[src/hdl/cwdm_pkg.sv]
// ----------------------------------------------------------------------------
// cwdm_pkg
// Shared constants, datapath operation codes and controller/datapath structs
// for the circular window distinct maximum block.
// ----------------------------------------------------------------------------
`default_nettype none

package cwdm_pkg;

  localparam int TYPE_W     = 12;
  localparam int TYPE_COUNT = 1 << TYPE_W;
  localparam int WIN_MAX    = 256;
  localparam int LEN_W      = 9;                   // holds 0..WIN_MAX
  localparam int POS_W      = $clog2(WIN_MAX);     // ring position
  localparam int HEAD_DEPTH = WIN_MAX - 1;
  localparam int HEAD_W     = $clog2(HEAD_DEPTH);
  localparam int CNT_W      = 9;                   // per-type count, distinct count
  localparam int SCORE_W    = 9;

  localparam int CFG_IDX_W  = 4;
  localparam int CFG_DATA_W = 12;

  localparam logic [CFG_IDX_W-1:0] REG_WINDOW_LENGTH = 4'd0;
  localparam logic [CFG_IDX_W-1:0] REG_COUPON_TYPE   = 4'd1;

  localparam int OP_W = 4;
  localparam logic [OP_W-1:0] OP_NONE      = 4'd0;
  localparam logic [OP_W-1:0] OP_CLEAR     = 4'd1;
  localparam logic [OP_W-1:0] OP_ACCEPT    = 4'd2;
  localparam logic [OP_W-1:0] OP_FILL_RD   = 4'd3;
  localparam logic [OP_W-1:0] OP_FILL_WR   = 4'd4;
  localparam logic [OP_W-1:0] OP_WS_RD     = 4'd5;
  localparam logic [OP_W-1:0] OP_OLD_RD    = 4'd6;
  localparam logic [OP_W-1:0] OP_OLD_WR    = 4'd7;
  localparam logic [OP_W-1:0] OP_NEW_WR    = 4'd8;
  localparam logic [OP_W-1:0] OP_HD_RD     = 4'd9;
  localparam logic [OP_W-1:0] OP_RP_OLD_RD = 4'd10;
  localparam logic [OP_W-1:0] OP_RP_NEW_WR = 4'd11;
  localparam logic [OP_W-1:0] OP_DR_RD     = 4'd12;
  localparam logic [OP_W-1:0] OP_DR_HRD    = 4'd13;
  localparam logic [OP_W-1:0] OP_DR_WR     = 4'd14;
  localparam logic [OP_W-1:0] OP_OUT       = 4'd15;

  typedef struct packed {
    logic [OP_W-1:0] op;
  } cmd_t;

  typedef struct packed {
    logic clr_last;     // last histogram entry being cleared
    logic fill;         // window not yet full
    logic last;         // current word carries the last mark
    logic short_stream; // stream ended before the window filled
    logic len_one;      // window of one item: nothing to replay
    logic rp_last;      // final replay step
    logic dr_last;      // final drain step
    logic out_free;     // result register can take a word
  } sts_t;

endpackage

`default_nettype wire

[src/hdl/cwdm_ctrl.sv]
// ----------------------------------------------------------------------------
// cwdm_ctrl
// Sequencer: histogram clear after reset, per-item fill or slide steps,
// replay of the head items after the last word, drain, result hand-off.
// ----------------------------------------------------------------------------
`default_nettype none

module cwdm_ctrl import cwdm_pkg::*; (
  input  wire logic clk,
  input  wire logic rst,
  input  wire logic in_valid,
  output logic      in_ready,
  input  wire sts_t sts,
  output cmd_t      cmd
);

  localparam logic [3:0] S_CLR       = 4'd0;
  localparam logic [3:0] S_IDLE      = 4'd1;
  localparam logic [3:0] S_START     = 4'd2;
  localparam logic [3:0] S_FILL_WR   = 4'd3;
  localparam logic [3:0] S_OLD_RD    = 4'd4;
  localparam logic [3:0] S_OLD_WR    = 4'd5;
  localparam logic [3:0] S_NEW_WR    = 4'd6;
  localparam logic [3:0] S_END       = 4'd7;
  localparam logic [3:0] S_HD_RD     = 4'd8;
  localparam logic [3:0] S_RP_OLD_RD = 4'd9;
  localparam logic [3:0] S_RP_OLD_WR = 4'd10;
  localparam logic [3:0] S_RP_NEW_WR = 4'd11;
  localparam logic [3:0] S_DR_RD     = 4'd12;
  localparam logic [3:0] S_DR_HRD    = 4'd13;
  localparam logic [3:0] S_DR_WR     = 4'd14;
  localparam logic [3:0] S_DONE      = 4'd15;

  logic [3:0] state, state_next;

  always_ff @(posedge clk) begin
    if (rst) begin
      state <= S_CLR;
    end else begin
      state <= state_next;
    end
  end

  always_comb begin
    state_next = state;
    cmd.op     = OP_NONE;
    in_ready   = 1'b0;
    case (state)
      S_CLR: begin
        cmd.op = OP_CLEAR;
        if (sts.clr_last) state_next = S_IDLE;
      end
      S_IDLE: begin
        in_ready = 1'b1;
        if (in_valid) begin
          cmd.op     = OP_ACCEPT;
          state_next = S_START;
        end
      end
      S_START: begin
        if (sts.fill) begin
          cmd.op     = OP_FILL_RD;
          state_next = S_FILL_WR;
        end else begin
          cmd.op     = OP_WS_RD;
          state_next = S_OLD_RD;
        end
      end
      S_FILL_WR: begin
        cmd.op     = OP_FILL_WR;
        state_next = sts.last ? S_END : S_IDLE;
      end
      S_OLD_RD: begin
        cmd.op     = OP_OLD_RD;
        state_next = S_OLD_WR;
      end
      S_OLD_WR: begin
        cmd.op     = OP_OLD_WR;
        state_next = S_NEW_WR;
      end
      S_NEW_WR: begin
        cmd.op     = OP_NEW_WR;
        state_next = sts.last ? S_END : S_IDLE;
      end
      S_END: begin
        // short stream or one-item window: straight to drain
        state_next = (sts.short_stream || sts.len_one) ? S_DR_RD : S_HD_RD;
      end
      S_HD_RD: begin
        cmd.op     = OP_HD_RD;
        state_next = S_RP_OLD_RD;
      end
      S_RP_OLD_RD: begin
        cmd.op     = OP_RP_OLD_RD;
        state_next = S_RP_OLD_WR;
      end
      S_RP_OLD_WR: begin
        cmd.op     = OP_OLD_WR;
        state_next = S_RP_NEW_WR;
      end
      S_RP_NEW_WR: begin
        cmd.op     = OP_RP_NEW_WR;
        state_next = sts.rp_last ? S_DR_RD : S_HD_RD;
      end
      S_DR_RD: begin
        cmd.op     = OP_DR_RD;
        state_next = S_DR_HRD;
      end
      S_DR_HRD: begin
        cmd.op     = OP_DR_HRD;
        state_next = S_DR_WR;
      end
      S_DR_WR: begin
        cmd.op     = OP_DR_WR;
        state_next = sts.dr_last ? S_DONE : S_DR_RD;
      end
      S_DONE: begin
        if (sts.out_free) begin
          cmd.op     = OP_OUT;
          state_next = S_IDLE;
        end
      end
      default: state_next = S_CLR;
    endcase
  end

endmodule

`default_nettype wire

[config.mk]
export PLATFORM = sky130hd
export DESIGN_NAME = cwdm_ctrl
export DESIGN_NICKNAME = d
export VERILOG_FILES = /design/src/hdl/cwdm_pkg.sv /design/src/hdl/cwdm_ctrl.sv
export SDC_FILE = /design/constraint.sdc
export NUM_CORES = 1
export LEC_CHECK = 0
export ABC_AREA = 1
export BUFFER_PORTS_ARGS = -buffer_cell sky130_fd_sc_hd__buf_2
export CAP_MARGIN = 20
export CORE_AREA = 2 2 39 41
export CTS_BUF_LIST = sky130_fd_sc_hd__clkbuf_4
export DETAILED_ROUTE_END_ITERATION = 12
export DIE_AREA = 0 0 41 43
export PLACE_DENSITY_LB_ADDON = 0.05
export SYNTH_ARGS = -nofsm -noshare
export SYNTH_HDL_FRONTEND = slang
export SYNTH_SLANG_ARGS = --single-unit
[constraint.sdc]
create_clock -name clk -period 1.55 [get_ports clk]
set_input_delay 0.0775 -clock clk [delete_from_list [all_inputs] [get_ports clk]]
set_output_delay 0.0775 -clock clk [all_outputs]
set_load 0.005 [all_outputs]
Word level (Yosys, flattened, before mapping)
Index checks and enable logic that the tools add are counted.
{"block": "word_totals", "regBits": 4, "wordCells": 38, "inputBits": 11, "output_inout_bits": 5}
{"block": "op_classes", "n_reduce_logical": 5, "eq_ne": 18, "mux": 14}
{"op": "case mux 4 bit (15 select lines)", "n": 1}
{"op": "case mux 4 bit (14 select lines)", "n": 1}
{"op": "== test 4 bit (second input constant)", "n": 8}
{"op": "== test 4 x 3 -> 1 bit (second input constant)", "n": 4}
{"op": "two-way mux 4 bit", "n": 4}
{"op": "two-way mux 3 bit", "n": 5}
{"op": "== test 4 x 2 -> 1 bit (second input constant)", "n": 2}
{"op": "inequality test 2 bit (second input constant)", "n": 3}
{"op": "== test 4 x 1 -> 1 bit (second input constant)", "n": 1}
{"op": "zero test 4 bit", "n": 1}
{"op": "two-way mux 2 bit", "n": 2}
{"op": "OR reduction 2 bit", "n": 2}
{"op": "AND reduction 3 bit", "n": 1}
{"op": "logical OR 1 bit", "n": 1}
{"op": "two-way mux 1 bit", "n": 1}

Longest topological paths before layout
{"block": "logic_depth", "word_depth": 3, "mapped_depth": 10}

Least setup slack after synthesis
Ideal clock, no wire load.
{"block": "synth_timing", "path_kind": "register to register", "from": "register state[0]", "to": "register state[2]", "required_ns": 1.441, "path_stages_with_launch": 10, "setup_time_ns": 0.109, "slack_ns": 0.461, "n_path_buf": 1, "t_arrival_ns": 0.980, "path_cell_list": "dfxtp_1 > buf_6 > nand2_1 > inv_2 > nand2_1 > nand2_2 > a21oi_1 > nand3_1 > nand2_1 > inv_1"}
{"block": "synth_between", "elab_chain_cells": 3, "elab_cells_between_ends": 22}
{"item": "start: declaration", "line_no": "cwdm_ctrl.sv:34", "text": "logic [3:0] state, state_next;"}
{"item": "start signal: assignment", "line_no": "cwdm_ctrl.sv:40", "text": "state <= state_next;"}
{"item": "== test 4 x 3 -> 1 bit (tied with other cells)", "line_no": "cwdm_ctrl.sv:48", "text": "case (state)"}
{"item": "OR reduction 2 bit (no source line) or inequality test 2 bit (tied branches)"}
{"item": "case mux 4 bit (15 select lines) or AND reduction 3 bit (tied branches)"}
Parallel ways exist; a longest one is shown, timed or not.
A chain may end at the register's enable or synchronous reset.

==> flow_summary.yaml <==
placed_design:
  place.gp.congestion: 0.785
  hpwl_um: 1090
  placed_cell_area_um2: 546
  dpl_worst_slack_ns: 0.245
  dp_cells: 116
  port_buffers: 15
critical_path:
  rr_worst_depth: 7
  cp.arrival_ns: 1.36
  crit_required_ns: 1.47
  timing.rr.start: "state[2]"
  cp-end-kind: "output port"
  rrSetupSlack_ns: 0.27
  path_max_fanout: 8
  worstSetupPathType: "reg -> out"
  r2r-end: "state[1]"
  start_kind: "flip-flop"
clock_tree:
  cts_sinks: 4
  cts_tree: "built"
  numCtsBuffers: 3
  clk_pin_slew_ns: 0.04
  post_cts_buffers: 0
  h-tree-depth: 1
  hold_buffers: 0
  clock_latency_ns: 0.24
  max-clock-path-buffers: 2
  clk_root_buffer_cell: "clkbuf_4"
die:
  die-height_um: 43
  start_util_pct: 33.4
  die_area_um2: 1760
  core_um2: 1380
  io_pins: 16
  rows: 14
  die_w_um: 41
synthesis:
  synthFlopType: "dfxtp_1"
  yosysSeqAreaShare_pct: 17.3
  postSynth.asyncResetShare_pct: 0
  ys_types: 19
  yosysWarningCount: 0
  synthCells: 86
  syn_area_per_cell_um2: 5.37
  synth_edf_count: 0
  synth_nets: 97
  ys_seq_elements: 4
  mappedNetlistArea_um2: 462
drt:
  wire_per_inst_um: 11.1
  vias: 632
  drc: 0
  wl_um: 1320
  via_per_inst: 5.31
  drtAntennaViolNets: 0
  first_iter_violations: 16
  firstDrtPassIters: 4
sta:
  finalSetupViolations: 0
  fmax_ghz: 0.696
  finalWorstSetupSlack_ns: 0.113
  period_share_pct: 92.7
  worstMarginPinSlew_ns: 0.369
  skew_ns: 0.00380
  final-hold-violation-count: 0
  slew_viol_final: 0
  max-slew-margin-rel_pct: 75.3
  fin_crit_ns: 1.44
outcome:
  status: "finished clean"
layout:
  layout-drive-gt1-share_pct: 32.0
  final_cell_mix: "nand2_1, buf_2, inv_1, nor2_1, nand3_1"
  max_flop_register: "state"
  fin_util_pct: 42.1
  reg.largest.list: "state x4"
  largest_reg_flops: 4
  diodes: 0
  fin_cells: 119
  fin_area_um2: 583
  syn_to_final_growth_pct: 26.3
  fill_cells: 165
  fin_nets: 116
  final_common_cell: "nand2_1"
hold_path:
  min_from: "rst"
  min_path_type: "in -> reg"
  min_to: "state[1]"
  hold_depth: 2
pwr:
  pwr_density_cell_nw_per_um2: 717
  irDropWorstVdd_mv: 0.436
  p_leak_nw: 0.336
grt:
  grt_max_degree: 9
  grt_usage_pct: 17.3
  gr-total-overflow: 0
  grt_pass1_wl_um: 2040
  antenna_found_initial: 0
  grt_pass1_vias: 530
job:
  drv_cap: 0
[area by class of cell]
type | instances | area [um^2] | area share [%]
Multi-Input combinational cell | 69 | 335 | 57.5
Sequential cell | 4 | 85.1 | 14.6
Timing Repair Buffer | 15 | 75.1 | 12.9
Inverter | 12 | 45.0 | 7.73
Clock buffer | 3 | 22.5 | 3.86
Tap cell | 16 | 20.0 | 3.43
[routing by layer]
metal / wire, um / share of wire, % / global-route usage (%)
met3: 63 / 4.8 / 1.57
met1: 541 / 41 / 21.4
met2: 668 / 51 / 26.6
met4: 42 / 3.2 / 12.0
met5: 0 / 0 / 0
[cell usage after synthesis (2+ instances only)]
master	count	area [um^2]
nor3_1	2	10.0
nor2_1	12	45.0
nand2_2	2	12.5
a21oi_1	4	20.0
nand2_1	28	105
o21ai_0	3	15.0
inv_2	2	7.51
nand3_1	7	35.0
o211ai_1	2	15.0
dfxtp_1	4	80.1
nor2_2	3	18.8
inv_1	10	37.5
[how the worst max path moves through the flow]
stage                  start  endpoint  slack (ns)  cells after the start
detailed placement  state[0]  state[1]        0.25                      8
global placement    state[0]  state[1]        0.20                      8
floorplan           state[0]  state[2]        0.46                      9
global route        state[0]    cmd[1]      -0.001                      7
finish              state[0]    cmd[1]        0.11                      7
CTS                 state[0]    cmd[1]        0.05                      7
[per-stage QoR]
stage	hold WS, ns	power, mW	TNS [ns]
6_report	0.0146	0.418	0
5_1_grt	0.00130	0.463	-0.00118
4_1_cts	0.0144	0.424	0
3_5_place_dp	0.269	0.286	0
3_3_place_gp	0.270	0.289	0
2_1_floorplan	0.140	0.241	0
[kinds of logic after synthesis]
group / share of synthesized area (%)
AO/OA/AOI/OAI: 18.4
buffers and inverters: 12.2
flip-flops: 17.3
AND/OR/NAND/NOR: 52.0
[where the power goes]
group	internal [mW]	total (mW)	switching, mW
logic	0.0673	0.158	0.0904
clock network	0.0866	0.129	0.0425
registers	0.114	0.131	0.0168
[worst max-delay path: stages (launching register included)]
cell,delay [ns]
dfxtp_2,0.36
nand2_1,0.14
inv_2,0.08
nand2_2,0.09
nor2_2,0.06
a211oi_2,0.16
nand4_1,0.09
buf_2,0.14
[repair_timing]
action | 4_1_cts | 5_1_grt
cloned | 0 | 0
pin swaps | 0 | 0
gates resized for setup | 1 | 6
endpoints found under the setup margin | 1 | 2
No activity file was read; power rests on OpenSTA's default activity.
